## config.mk

```make
export PLATFORM = sky130hd
export DESIGN_NAME = lpm_mod
export DESIGN_NICKNAME = d
export VERILOG_FILES = /design/src/hdl/lpm_pkg.sv /design/src/hdl/lpm_mod.sv
export SDC_FILE = /design/constraint.sdc
export NUM_CORES = 1
export LEC_CHECK = 0
export CORE_AREA = 5 5 94 74
export CTS_CLUSTER_SIZE = 8
export DETAILED_ROUTE_END_ITERATION = 10
export DIE_AREA = 0 0 99 79
export DONT_BUFFER_PORTS = 1
export GPL_TIMING_DRIVEN = 0
export PLACE_DENSITY = 0.74
export SYNTH_ARGS = -nofsm -noshare
export SYNTH_HDL_FRONTEND = slang
export SYNTH_SLANG_ARGS = --single-unit
```

## constraint.sdc

```tcl
create_clock -name clk_i -period 18.5 [get_ports clk_i]
set_input_delay 3.7 -clock clk_i [delete_from_list [all_inputs] [get_ports clk_i]]
set_output_delay 3.7 -clock clk_i [all_outputs]
set_load 0.01 [all_outputs]
```

## src/hdl/lpm_pkg.sv

```systemverilog
// shared types, constants and codes of the linear probe multimap
`default_nettype none
package lpm_pkg;

  // fixed field widths of the channels
  localparam int unsigned MODE_W   = 2;
  localparam int unsigned HASH_W   = 32;
  localparam int unsigned FIELD_W  = 32;
  localparam int unsigned STATUS_W = 3;
  localparam int unsigned COUNT_W  = 10;

  // configuration port
  localparam int unsigned CFG_W         = 4;
  localparam int unsigned PDATA_W       = 32;
  localparam int unsigned PADDR_W       = 2;
  localparam int unsigned BLOCKS_RESET  = 8;
  localparam logic [PADDR_W-1:0] ADDR_BLOCKS = '0;

  // hash reduction: remainder bits resolved per cycle
  localparam int unsigned MOD_STEP = 8;

  // default sizes
  localparam int unsigned MAX_BLOCKS_DEF  = 8;
  localparam int unsigned BLOCK_SLOTS_DEF = 64;
  localparam int unsigned KEY_BITS_DEF    = 32;
  localparam int unsigned VALUE_BITS_DEF  = 32;
  localparam int unsigned MAX_MATCHES_DEF = 16;

  typedef enum logic [MODE_W-1:0] {
    MODE_LOOKUP = 2'd0,
    MODE_INSERT = 2'd1,
    MODE_REMOVE = 2'd2
  } mode_e;

  typedef enum logic [STATUS_W-1:0] {
    ST_OK        = 3'd0,
    ST_NOT_FOUND = 3'd1,
    ST_PRESENT   = 3'd2,
    ST_FULL      = 3'd3,
    ST_TOO_MANY  = 3'd4
  } status_e;

  typedef struct packed {
    logic [MODE_W-1:0]         mode;
    logic [HASH_W-1:0]         hash;
    logic signed [FIELD_W-1:0] key;
    logic signed [FIELD_W-1:0] value;
  } in_t;

  typedef struct packed {
    logic [STATUS_W-1:0]       status;
    logic signed [FIELD_W-1:0] found_value;
    logic                      last;
    logic [COUNT_W-1:0]        entry_count;
  } out_t;

endpackage
`default_nettype wire

```

## src/hdl/lpm_mod.sv

```systemverilog
// multi-cycle remainder of the hash by a small divisor
`default_nettype none
module lpm_mod import lpm_pkg::*; #(
  parameter int unsigned DW = 4
) (
  input  wire logic              clk_i,
  input  wire logic              rst_ni,
  input  wire logic              start_i,
  input  wire logic [HASH_W-1:0] dividend_i,
  input  wire logic [DW-1:0]     divisor_i,
  output      logic              done_o,
  output      logic [DW-1:0]     rem_o
);
  localparam int unsigned CYCLES = HASH_W / MOD_STEP;
  localparam int unsigned CNT_W  = (CYCLES > 1) ? $clog2(CYCLES) : 1;

  logic              busy_q;
  logic              done_q;
  logic [CNT_W-1:0]  cnt_q;
  logic [HASH_W-1:0] dvd_q, dvd_d;
  logic [DW-1:0]     rem_q, rem_d;

  // restoring remainder, MOD_STEP bits per cycle, msb first
  always_comb begin
    logic [DW:0]       r;
    logic [HASH_W-1:0] d;
    r = {1'b0, rem_q};
    d = dvd_q;
    for (int i = 0; i < MOD_STEP; i++) begin
      r = {r[DW-1:0], d[HASH_W-1]};
      d = d << 1;
      if (r >= {1'b0, divisor_i}) begin
        r = r - {1'b0, divisor_i};
      end
    end
    rem_d = r[DW-1:0];
    dvd_d = d;
  end

  always_ff @(posedge clk_i or negedge rst_ni) begin
    if (!rst_ni) begin
      busy_q <= 1'b0;
      done_q <= 1'b0;
      cnt_q  <= '0;
    end else begin
      done_q <= 1'b0;
      if (start_i) begin
        busy_q <= 1'b1;
        cnt_q  <= '0;
      end else if (busy_q) begin
        cnt_q <= cnt_q + 1'b1;
        if (cnt_q == CNT_W'(CYCLES - 1)) begin
          busy_q <= 1'b0;
          done_q <= 1'b1;
        end
      end
    end
  end

  always_ff @(posedge clk_i) begin
    if (start_i) begin
      dvd_q <= dividend_i;
      rem_q <= '0;
    end else if (busy_q) begin
      dvd_q <= dvd_d;
      rem_q <= rem_d;
    end
  end

  assign done_o = done_q;
  assign rem_o  = rem_q;

endmodule
`default_nettype wire

```

==> flow_metrics.py <==
metrics = {
    "clock_network": {
        "cts_max_level": 2,
        "post_cts_buffers": 0,
        "cts_tree": "yes",
        "cts.path.max_buffers": 2,
        "cts.sinks": 40,
        "cts_root_buf": "clkbuf_8",
        "clkSlewWorstSetupHoldPaths_ns": 0.07,
        "cts_buffers": 5,
        "cts_resized": 0,
        "holdBufCountCts": 0,
        "clock_latency_ns": 0.29,
    },
    "sta": {
        "relSlewSlack": 0.521,
        "fmaxAchievable_mhz": 57.4,
        "rsz0062_at_grt": "no",
        "finalMaxSlewViolations": 0,
        "final-setup-viol-count": 0,
        "setup_tns_ns": 0,
        "finalCritPeriodShare": 0.942,
        "tightest_slew_ns": 0.718,
        "period_needed_ns": 17.42,
        "hold_violations": 0,
        "clock_skew_ns": 0.00565,
    },
    "critical_path": {
        "r2r_setup_slack_ns": 4.38,
        "crit_family": "compound AO/OA/AOI/OAI gates",
        "timing.rr.start": "rem_o[2]",
        "critPathMaxFanout": 10,
        "critPathBufInv": 5,
        "criticalPathCategory": "in -> reg",
        "cp.required_ns": 18.68,
        "critPathLaunch": "divisor_i[2]",
        "path_common_cell": "ha_1",
        "crit_path_end_kind": "flop",
        "cp.arrival_ns": 17.61,
        "start_kind": "input port",
        "path_depth": 61,
        "r2r_cells": 60,
        "cp_slowest_cell": "a211oi_2",
        "slowest_delay_ns": 0.54,
    },
    "yosys": {
        "ys_top_cells_by_count": "ha_1 (34), edfxtp_1 (32), inv_1 (31)",
        "synth_top_family_by_area": "adder cells",
        "synth_top_area_share": 0.280,
        "syn_inst": 320,
        "synth.distinct_cells": 64,
        "async_flop_share": 0.100,
        "synth_edf_count": 32,
        "synth_area_leaders": "edfxtp_1 (28%), ha_1 (12%), mux2_2 (8.5%)",
        "syn_area_per_cell_um2": 10.7,
        "synth_xor_xnor_area_share": 0.0409,
        "yosys_warnings": 0,
        "synth_nets": 401,
        "synth_simple_gate_area_frac": 0.124,
        "muxShareOfSynthArea": 0.126,
        "ys_seq_elements": 40,
        "synth_ff_type": "edfxtp_1",
        "syn_area_mm2": 0.00343,
        "synth_fa_ha_area_frac": 0.171,
        "synth_most_common_cell": "ha_1",
        "synth_top_area_cell": "edfxtp_1",
        "synth_compound_area_frac": 0.162,
        "ys_seq_area_frac": 0.333,
    },
    "run": {
        "max-cap-violations": 0,
    },
    "placement": {
        "gp_congestion": 0.838,
        "post-dp-hpwl_um": 5370,
        "port_buffers": 0,
    },
    "global_routing": {
        "grt.total_usage": 0.188,
        "grt_max_degree": 33,
        "overflow": 0,
        "grt_pass1_wl_um": 11800,
        "antenna_found_initial": 0,
        "first_global_vias": 2432,
    },
    "floorplanning": {
        "start_util": 0.568,
        "std_cell_rows": 25,
        "die_height_um": 79,
        "dieArea_mm2": 0.00782,
        "die_w_um": 99,
        "io_pins": 44,
        "coreArea_mm2": 0.00604,
    },
    "drt": {
        "dr.pass1.iters": 5,
        "drt-total-wl_um": 6980,
        "drt-initial-drc-count": 154,
        "vias": 2416,
        "wire_per_inst_um": 17.1,
        "drtAntennaViolNets": 0,
        "drc": 0,
        "viasPerCell": 5.92,
    },
    "min_path": {
        "hold_class": "reg -> reg",
        "min_from": "cnt_q[0]",
        "min_path_cells": 2,
    },
    "finish": {
        "fin_util": 0.598,
        "drive_above_1_share": 0.177,
        "syn_to_final_growth_pct": 5.33,
        "fin_nets": 408,
        "num_antenna_cells": 0,
    },
    "outcome": {
        "outcome": "finished, final reports clean",
    },
}
[through the flow]
step | instance area, um2 | instances | setup slack (ns) | hold WS, ns
floorplan | 3430 | 320 | 2.75 | 0.490
global placement | 3530 | 401 | 1.05 | 0.514
detailed placement | 3530 | 401 | 0.996 | 0.532
CTS | 3610 | 408 | 1.20 | 0.552
global route | 3610 | 408 | 0.00886 | 0.566
finish | 3610 | 408 | 1.08 | 0.549
[final timing paths]
| check | endpoint |
|---|---|
| min reg2reg | cnt_q[0] |
| min in group asynchronous | cnt_q[0] |
| max in group asynchronous | busy_q |
| min | cnt_q[0] |
| max | rem_o[1] |
| max reg2reg | rem_o[1] |
[state kept, by name (all words and copies together) (netlist names)]
signal  count
dvd_q      32
rem_o       4
cnt_q       2
busy_q      1
done_o      1
[cell usage in the layout, fill, tap and decap left out, types with 4 or more instances in the layout]
master    count
ha_1         34
edfxtp_1     32
inv_1        31
mux2_2       26
nor2_1       14
a21o_1       14
a21oi_1      14
o21ai_0      13
nand2_1      12
and2_1       10
nand2b_1      9
xnor2_1       9
mux2i_1       8
fa_1          8
xor2_1        7
nand3_1       5
clkbuf_8      5
or2_2         4
dfrtp_1       4
dfxtp_1       4
[routing by layer]
metal | up-vias | routed length [um] | GRT usage
met5 | - | 0 | 0
met2 | 51 | 3320 | 0.306
met4 | 0 | 71 | 0.0450
li1 | 1200 | - | -
met3 | 7 | 413 | 0.0492
met1 | 1158 | 3180 | 0.251
[cells by family after synthesis]
| logic type | after synthesis |
|---|---|
| DFF | 40 |
| AOI/OAI and AO/OA | 73 |
| and+or+nand+nor | 74 |
| muxes | 38 |
| adders and majority gates | 42 |
| xor gates and xnor gates | 16 |
| buffers and inverters | 37 |
[worst reg2reg max path, delay by kind of cell, from the launching register on]
family | cells | cell delay, ns
and+or+nand+nor | 12 | 2.22
muxes | 3 | 1.13
buffers and inverters | 4 | 0.43
DFF | 1 | 0.38
AOI/OAI and AO/OA | 33 | 7.54
adders and majority gates | 8 | 2.30
[area by class of cell]
type | count | area [um2]
fillers | 482 | 2430
multi-input cells | 243 | 2140
flip-flops and latches | 40 | 1140
inverters | 31 | 116
well taps | 81 | 101
clock buffers | 5 | 68.8
plain buffers | 6 | 30.0
clock inverters | 2 | 12.5
Power is left out: the tool's default activity adds up to more than one toggle a clock period on the data nets, which glitch-free logic cannot reach.
