[src/hdl/lpm_ram.sv]
// generic single-write, single-read ram with registered read data
`default_nettype none
module lpm_ram #(
  parameter int unsigned WIDTH = 8,
  parameter int unsigned DEPTH = 2,
  localparam int unsigned AW = (DEPTH > 1) ? $clog2(DEPTH) : 1
) (
  input  wire logic                 clk_i,
  input  wire logic                 we_i,
  input  wire logic [AW-1:0]        waddr_i,
  input  wire logic [WIDTH-1:0]     wdata_i,
  input  wire logic [AW-1:0]        raddr_i,
  output      logic [WIDTH-1:0]     rdata_o
);

  logic [WIDTH-1:0] mem_q [DEPTH];

  always_ff @(posedge clk_i) begin
    if (we_i) begin
      mem_q[waddr_i] <= wdata_i;
    end
    rdata_o <= mem_q[raddr_i];
  end

endmodule
`default_nettype wire

[config.mk]
export PLATFORM = sky130hd
export DESIGN_NAME = lpm_ram
export DESIGN_NICKNAME = d
export VERILOG_FILES = /design/src/hdl/lpm_ram.sv
export SDC_FILE = /design/constraint.sdc
export NUM_CORES = 1
export LEC_CHECK = 0
export BUFFER_PORTS_ARGS = -buffer_cell sky130_fd_sc_hd__buf_2
export CORE_UTILIZATION = 52
export CTS_CLUSTER_DIAMETER = 40
export DETAILED_ROUTE_END_ITERATION = 8
export PLACE_DENSITY = 0.78
export SLEW_MARGIN = 40
export SYNTH_ARGS = -nofsm -noshare
export SYNTH_HDL_FRONTEND = slang
export SYNTH_SLANG_ARGS = --single-unit
export TNS_END_PERCENT = 1
[constraint.sdc]
create_clock -name clk_i -period 2 [get_ports clk_i]
set_input_delay 0.2 -clock clk_i [delete_from_list [all_inputs] [get_ports clk_i]]
set_output_delay 0.2 -clock clk_i [all_outputs]
set_load 0.02 [all_outputs]
==> summary.txt, run 1 <==
Detailed routing
  • Residual DRC: 0
  • Post-DRT Antenna Nets: 0
  • Initial drt markers: 12
  • Drt total wl: 886 microns
  • Pre-antenna DRT Iters: 4
  • Vias: 354
  • Routed wire per std cell: approximately 12 microns
  • Via/cell ratio: 4.99

Critical path
  • FF-to-FF path depth: 1
  • R2r startpoint: mem_q[0][0]
  • Critical path capture point type: primary output
  • Worst setup path class: flip-flop to primary output
  • FF-to-FF setup slack: 1.22 ns
  • WP buf/inv: 1
  • Slowest CP cell: dfxtp_1
  • Critical path arrival: 0.77 ns
  • Largest stage delay, worst path: 0.32 ns
  • Cell family with most CP delay: flip-flops
  • Crit-path cells: buf_2
  • Max FO, Critical Path: 1
  • CP required: approximately 1.8 ns
  • Critical Path Stages: 1
  • Worst setup path start: rdata_o[3]
  • End point of the critical path: rdata_o[3]
  • FF-to-FF End: rdata_o[0]
  • Crit path launch type: flip-flop

Global route
  • Total GRT Usage: 0.130
  • Largest net degree at the start of global routing: 13
  • Number of global-route vias before repair: 325
  • Initial antenna violation count: 0
  • First-pass GRT wire length: between 1000 and 1500 microns
  • Gr ovfl total: 0

Die
  • IO Count: 20
  • Row count: 13
  • Die area: roughly 0.0017 sq mm
  • Initial Utilization: 0.581
  • Chip height: 40.8 microns
  • Core Area: 0.00135 sq mm
  • Die X: 40.8 microns

Run status
  • Outcome: completed

Synth
  • Synth area leaders: edfxtp_1, dfxtp_1, mux2_4
  • Synth Instances: 35
  • Register area share after synthesis: 0.817
  • Area of the mapped netlist: a little under 800 sq um
  • Synth cell types: 6
  • Mux share of post-synthesis cell area: 0.153
  • Main combinational cell family by area after synthesis: multiplexers
  • Synth Area in XOR/XNOR: 0
  • YS warnings: 0
  • Mapped Nets: 47
  • Post-synth top area share: 0.612
  • Synth Area in Simple Gates: 0.0159
  • FF+latch count, synth: 24
  • Synth Area in Compound Gates: 0
  • Adder-cell area share of the yosys netlist: 0
  • Yosys top cell by area: edfxtp_1
  • Avg Inst Size Synth: 22.4 sq um

Power
  • Power Dens Cells: 934 mW/mm^2
  • VDD IR max: 0.000552 V
  • Overall Power: 850 uW
  • Leak: 0.000377 uW

Clocking
  • Clk Latency, worst-skew pair: ~0.29 ns
  • CTS Buffer Depth: 2
  • Post_cts resized: 0
  • Post-CTS Hold Buffers: 0
  • Postcts setup bufs: 0
  • Root Driver: clkbuf_4
  • Num CTS Buffers: 3
  • H-tree lvl count: 1
  • CTS clk-pin slew, worst paths: about 0.11 ns
  • Clk sinks: 24
  • CTS tree: built

Cells and area
  • Ant. Diodes: 0
  • Reg area: about 640 sq um
  • Layout net count: 70
  • Multi-input combinational cell area: 133 sq um
  • Synth-to-layout area growth: 15.9%
  • Filler cells: between 100 and 150
  • Final Non-Filler Cells: between 70 and 80
  • Most frequent cells in the layout: buf_2, edfxtp_1, mux2_4, dfxtp_1, clkbuf_4
  • Final Util: 0.674
  • Commonest non-fill, non-tap cell in the layout: buf_2
  • Layout cell share with drive strength beyond 1: 0.536

Placement
  • Routability cong.: 0.684
  • Detail Placement HPWL: 627 microns
  • Worst slack, placed: around 0.76 ns
  • # port buffers: 19
  • Placed Cells: 68

Worst hold path
  • HP Class: primary input to flip-flop

Timing
  • Tmin final: 0.968 ns
  • Achievable Freq: 1.03 GHz
  • Final setup vio count: 0
  • Slew @ Worst Pin: 0.663 ns
  • Fin. max-slew vios: 0
  • Final period util: 0.484
  • Slew headroom: 0.557
  • Fin. Hold Viols: 0
  • RSZ-0062 raised after global routing: no
  • Final setup margin: 1.03 ns
  • Fin Setup TNS: 0 ns
  • Final Skew: around 0.00042 ns

Job
  • Max_cap viols: 0
-- cells in the mapped netlist --
cell      count
edfxtp_1     16
and2_1        1
nor2b_1       1
buf_6         1
mux2_4        8
dfxtp_1       8
-- logic make-up after synthesis --
logic type	after synthesis
mux	8
simple gates	2
flops	24
buf+inv	1
-- state kept, by name, summed over array words and instances (netlist names) --
register	cells
mem_q	16
rdata_o	8
-- worst min path at each step --
| stage | from | end | slack, ns | cells past startpoint |
|---|---|---|---|---|
| floorplan | wdata_i[0] | mem_q[0][0] | 0.30 | 0 |
| global placement | wdata_i[1] | mem_q[0][1] | 0.39 | 1 |
| detailed placement | wdata_i[1] | mem_q[1][1] | 0.39 | 1 |
| CTS | wdata_i[1] | mem_q[1][1] | 0.08 | 1 |
| global route | wdata_i[3] | mem_q[0][3] | 0.06 | 1 |
| finish | wdata_i[1] | mem_q[1][1] | 0.09 | 1 |
-- final cells by class --
| class | count | share of cell area |
|---|---|---|
| Clock buffer | 3 | 0.0248 |
| Sequential cell | 24 | 0.704 |
| Multi-Input combinational cell | 10 | 0.146 |
| Timing Repair Buffer | 19 | 0.105 |
| Tap cell | 15 | 0.0206 |
-- through the flow --
stage	area [sq um]	hold WS, ns
floorplan	785	0.299
global placement	887	0.388
detailed placement	887	0.393
CTS	910	0.0806
global route	910	0.0649
finish	910	0.0851
-- where the power goes --
group,internal (uW),leakage [uW],switching (uW),total [uW]
Sequential,568,0.000218,8.63,576
Combinational,39.8,0.000145,41.3,81.2
Clock,70.0,0.0000138,122,192
-- layer usage --
metal / global-route usage / wire length [microns]
met2: 0.242 / 513
met1: 0.136 / 320
met3: 0.0326 / 42
met4: 0.0500 / 10
met5: 0 / 0
No activity file was read; power rests on OpenSTA's default activity.
==> run 2: changes to the inputs <==
--- a/config.mk
+++ b/config.mk
@@ -5,11 +5,12 @@
 export SDC_FILE = /design/constraint.sdc
 export NUM_CORES = 1
 export LEC_CHECK = 0
+export ABC_AREA = 1
 export BUFFER_PORTS_ARGS = -buffer_cell sky130_fd_sc_hd__buf_2
-export CORE_UTILIZATION = 52
+export CORE_UTILIZATION = 48
 export CTS_CLUSTER_DIAMETER = 40
 export DETAILED_ROUTE_END_ITERATION = 8
-export PLACE_DENSITY = 0.78
+export PLACE_DENSITY = 0.74
 export SLEW_MARGIN = 40
 export SYNTH_ARGS = -nofsm -noshare
 export SYNTH_HDL_FRONTEND = slang
==> constraint.sdc (replaced) <==
create_clock -name clk_i -period 1 [get_ports clk_i]
set_input_delay 0.1 -clock clk_i [delete_from_list [all_inputs] [get_ports clk_i]]
set_output_delay 0.1 -clock clk_i [all_outputs]
set_load 0.02 [all_outputs]
==> run 2 against run 1 <==
  * Clock skew rose by 0.0035 ns
  * Register-to-register slack worse by 0.83 ns
  * Combinational power rose by 100%
  * Non-clock buffer count is 9 higher
  * Global-route usage decreased by 0.23 points
  * Power grew 130%
  * Clock-buffer cell count is the same
  * Area after synthesis is 3.0% lower
  * Cell area is 10% higher
==> summary.txt, run 2 <==
Synth
  • Area of the mapped netlist: 761 sq um (was 785 sq um)
  • EDFF count, synth: 16 (unchanged)
  • Synth cell count leaders: nand2_1, edfxtp_1, dfxtp_1, inv_1 (was edfxtp_1, dfxtp_1, mux2_4)
  • FF+latch count, synth: 24 (unchanged)
  • Cell with the most instances after synthesis: nand2_1 (was edfxtp_1)
  • Synth area leaders: edfxtp_1, dfxtp_1, nand2_1 (was edfxtp_1, dfxtp_1, mux2_4)
  • Avg Inst Size Synth: 14.1 sq um (was 22.4 sq um)
  • Register area share after synthesis: 0.842 (was 0.817)
  • Async set-reset flop share out of synthesis: 0 (unchanged)
  • Most used DFF post-synth: edfxtp_1 (unchanged)
  • Synth Instances: 54 (was 35)
  • Yosys top cell by area: edfxtp_1 (unchanged)
  • Post-synth top area share: 0.632 (was 0.612)
  • Synth cell types: 7 (was 6)
  • YS warnings: 0 (unchanged)
  • Mapped Nets: 66 (was 47)

Clocking
  • Clk sinks: 24 (unchanged)
  • Postcts setup bufs: 0 (unchanged)
  • CTS Buffer Depth: 2 (unchanged)
  • CTS tree: built (unchanged)
  • Root Driver: clkbuf_4 (unchanged)
  • CTS clk-pin slew, worst paths: 0.12 ns (was 0.11 ns)
  • Num CTS Buffers: 3 (unchanged)
  • Clk Latency, worst-skew pair: 0.30 ns (was 0.29 ns)
  • H-tree lvl count: 1 (unchanged)

Critical path
  • Critical path capture point type: primary output (unchanged)
  • Crit-path cells: buf_2 (unchanged)
  • Worst setup path start: rdata_o[6] (was rdata_o[3])
  • Cell family with most CP delay: flip-flops (unchanged)
  • WP buf/inv: 1 (unchanged)
  • Crit path launch type: flip-flop (unchanged)
  • Largest stage delay, worst path: 0.33 ns (was 0.32 ns)
  • Slowest CP cell: dfxtp_1 (unchanged)
  • Max FO, Critical Path: 1 (unchanged)
  • CP required: 0.90 ns (was 1.80 ns)
  • R2r startpoint: mem_q[1][2] (was mem_q[0][0])
  • Worst setup path class: flip-flop to primary output (unchanged)
  • Critical path arrival: 0.78 ns (was 0.77 ns)

Timing
  • Slew @ Worst Pin: 0.290 ns (was 0.663 ns)
  • Fin. max-slew vios: 0 (unchanged)
  • Tmin final: 0.884 ns
  • Fin. Hold Viols: 0 (unchanged)
  • RSZ-0062 raised after global routing: no (unchanged)
  • Achievable Freq: between 1 and 1.5 GHz
  • Slew headroom: 0.807 (was 0.557)
  • Final period util: 0.884
  • Final Skew: 0.00392 ns (was 0.000417 ns)
  • Fin Setup TNS: 0 ns (unchanged)
  • Final setup vio count: 0 (unchanged)

Cells and area
  • Final Util: 0.675 (was 0.674)
  • Layout net count: 98 (was 70)
  • Ant. Diodes: 0 (unchanged)
  • Largest reg by FF count: mem_q (unchanged)
  • Synth-to-layout area growth: 32.1% (was 15.9%)
  • Commonest non-fill, non-tap cell in the layout: nand2_1 (was buf_2)
  • Max reg flops: 16 (unchanged)
  • Most frequent cells in the layout: nand2_1, buf_2, edfxtp_1, dlygate4sd3_1, dfxtp_1 (was buf_2, edfxtp_1, mux2_4, dfxtp_1, clkbuf_4)
  • Layout cell share with drive strength beyond 1: 0.294 (was 0.536)
  • Final Cell Area: 0.00100 sq mm (was 910 sq um)
  • Largest regs: mem_q x16, rdata_o x8 (unchanged)

Power
  • Leak: 0.000452 uW (was 0.000377 uW)
  • VDD IR max: 0.00112 V (was 0.000552 V)
  • Power Dens Cells: 1980 mW/mm^2 (was 934 mW/mm^2)

Die
  • Die area: 0.00175 sq mm (was 0.00167 sq mm)
  • Die X: 41.8 microns (was 40.8 microns)
  • IO Count: 20 (unchanged)
  • Core Area: 0.00149 sq mm (was 0.00135 sq mm)
  • Chip height: 41.8 microns (was 40.8 microns)
  • Row count: 14 (was 13)
  • Initial Utilization: 0.511 (was 0.581)

Global route
  • GRT busiest layer: met2 (unchanged)
  • Total GRT Usage: 0.127 (was 0.130)
  • Gr ovfl total: 0 (unchanged)
  • Global Route met3 Usage: 0.0261 (was 0.0326)
  • Met2 Track Usage GR: 0.203 (was 0.242)
  • First-pass GRT wire length: 1610 microns (was 1310 microns)
  • GR met1 Demand/Resource: 0.150 (was 0.136)
  • Largest net degree at the start of global routing: 15 (was 13)
  • Initial antenna violation count: 0 (unchanged)
  • Number of global-route vias before repair: 395 (was 325)

Placement
  • Detail Placement HPWL: 650 microns (was 627 microns)
  • Routability cong.: 0.642 (was 0.684)
  • # port buffers: 19 (unchanged)
  • Placed Area: 872 sq um (was 887 sq um)

Worst hold path
  • Min-delay src: raddr_i (was wdata_i[1])
  • HP Class: primary input to flip-flop (unchanged)

Detailed routing
  • Via/cell ratio: 4.51 (was 4.99)
  • Post-DRT Antenna Nets: 0 (unchanged)
  • Routed wire per std cell: 9.68 microns (was 12.5 microns)
  • Residual DRC: 0 (unchanged)
  • Vias: 456 (was 354)
  • Drt total wl: 978 microns (was 886 microns)
  • Initial drt markers: 16 (was 12)
  • Pre-antenna DRT Iters: 4 (unchanged)

Run status
  • Outcome: completed (unchanged)

Job
  • Max_cap viols: 0 (unchanged)
## run 2: worst paths after layout
kind	cells after the start	slack, ns	endpoint
max	1	0.12	rdata_o[6]
min	3	0.08	rdata_o[5]
max reg2reg	2	0.39	rdata_o[2]
min reg2reg	2	0.45	rdata_o[0]
## run 2: cell type report
type                            instances  area [sq um]
Tap cell                               16          20.0
Timing Repair Buffer                   28           183
Sequential cell                        24           641
Clock inverter                          1          30.0
Clock buffer                            3          22.5
Inverter                                3          11.3
Multi-Input combinational cell         26          97.6
Fill cell                             109           484
## run 2: where the power goes
group          internal (uW)  switching (uW)  leakage [uW]
logic                   71.5            94.5      0.000207
clock network            405             266     0.0000279
registers               1130            16.2      0.000218
## run 2: timing repair
action,CTS,global route
hold buffers,8,0
gates resized for setup,0,0
endpoints found under the setup margin,0,0
hold endpoints to repair,16,0
## run 2: stage by stage
stage | total power (uW) | setup WS [ns] | cells | hold WS (ns)
global route | 2060 | 0.0809 | 101 | 0.0925
CTS | 2000 | 0.112 | 101 | 0.0795
finish | 1990 | 0.116 | 101 | 0.0827
global placement | 1310 | 0.214 | 89 | 0.290
floorplan | 1260 | 0.140 | 54 | 0.199
detailed placement | 1320 | 0.197 | 89 | 0.291
## run 2: per-layer routing
layer,up-vias,share of wire
li1,240,-
met1,196,0.43
met4,0,0.014
met5,-,0
met2,18,0.51
met3,2,0.046
## run 2: cells by family after synthesis
family / share of synthesized area
simple gates: 0.128
flops: 0.842
buf+inv: 0.0296
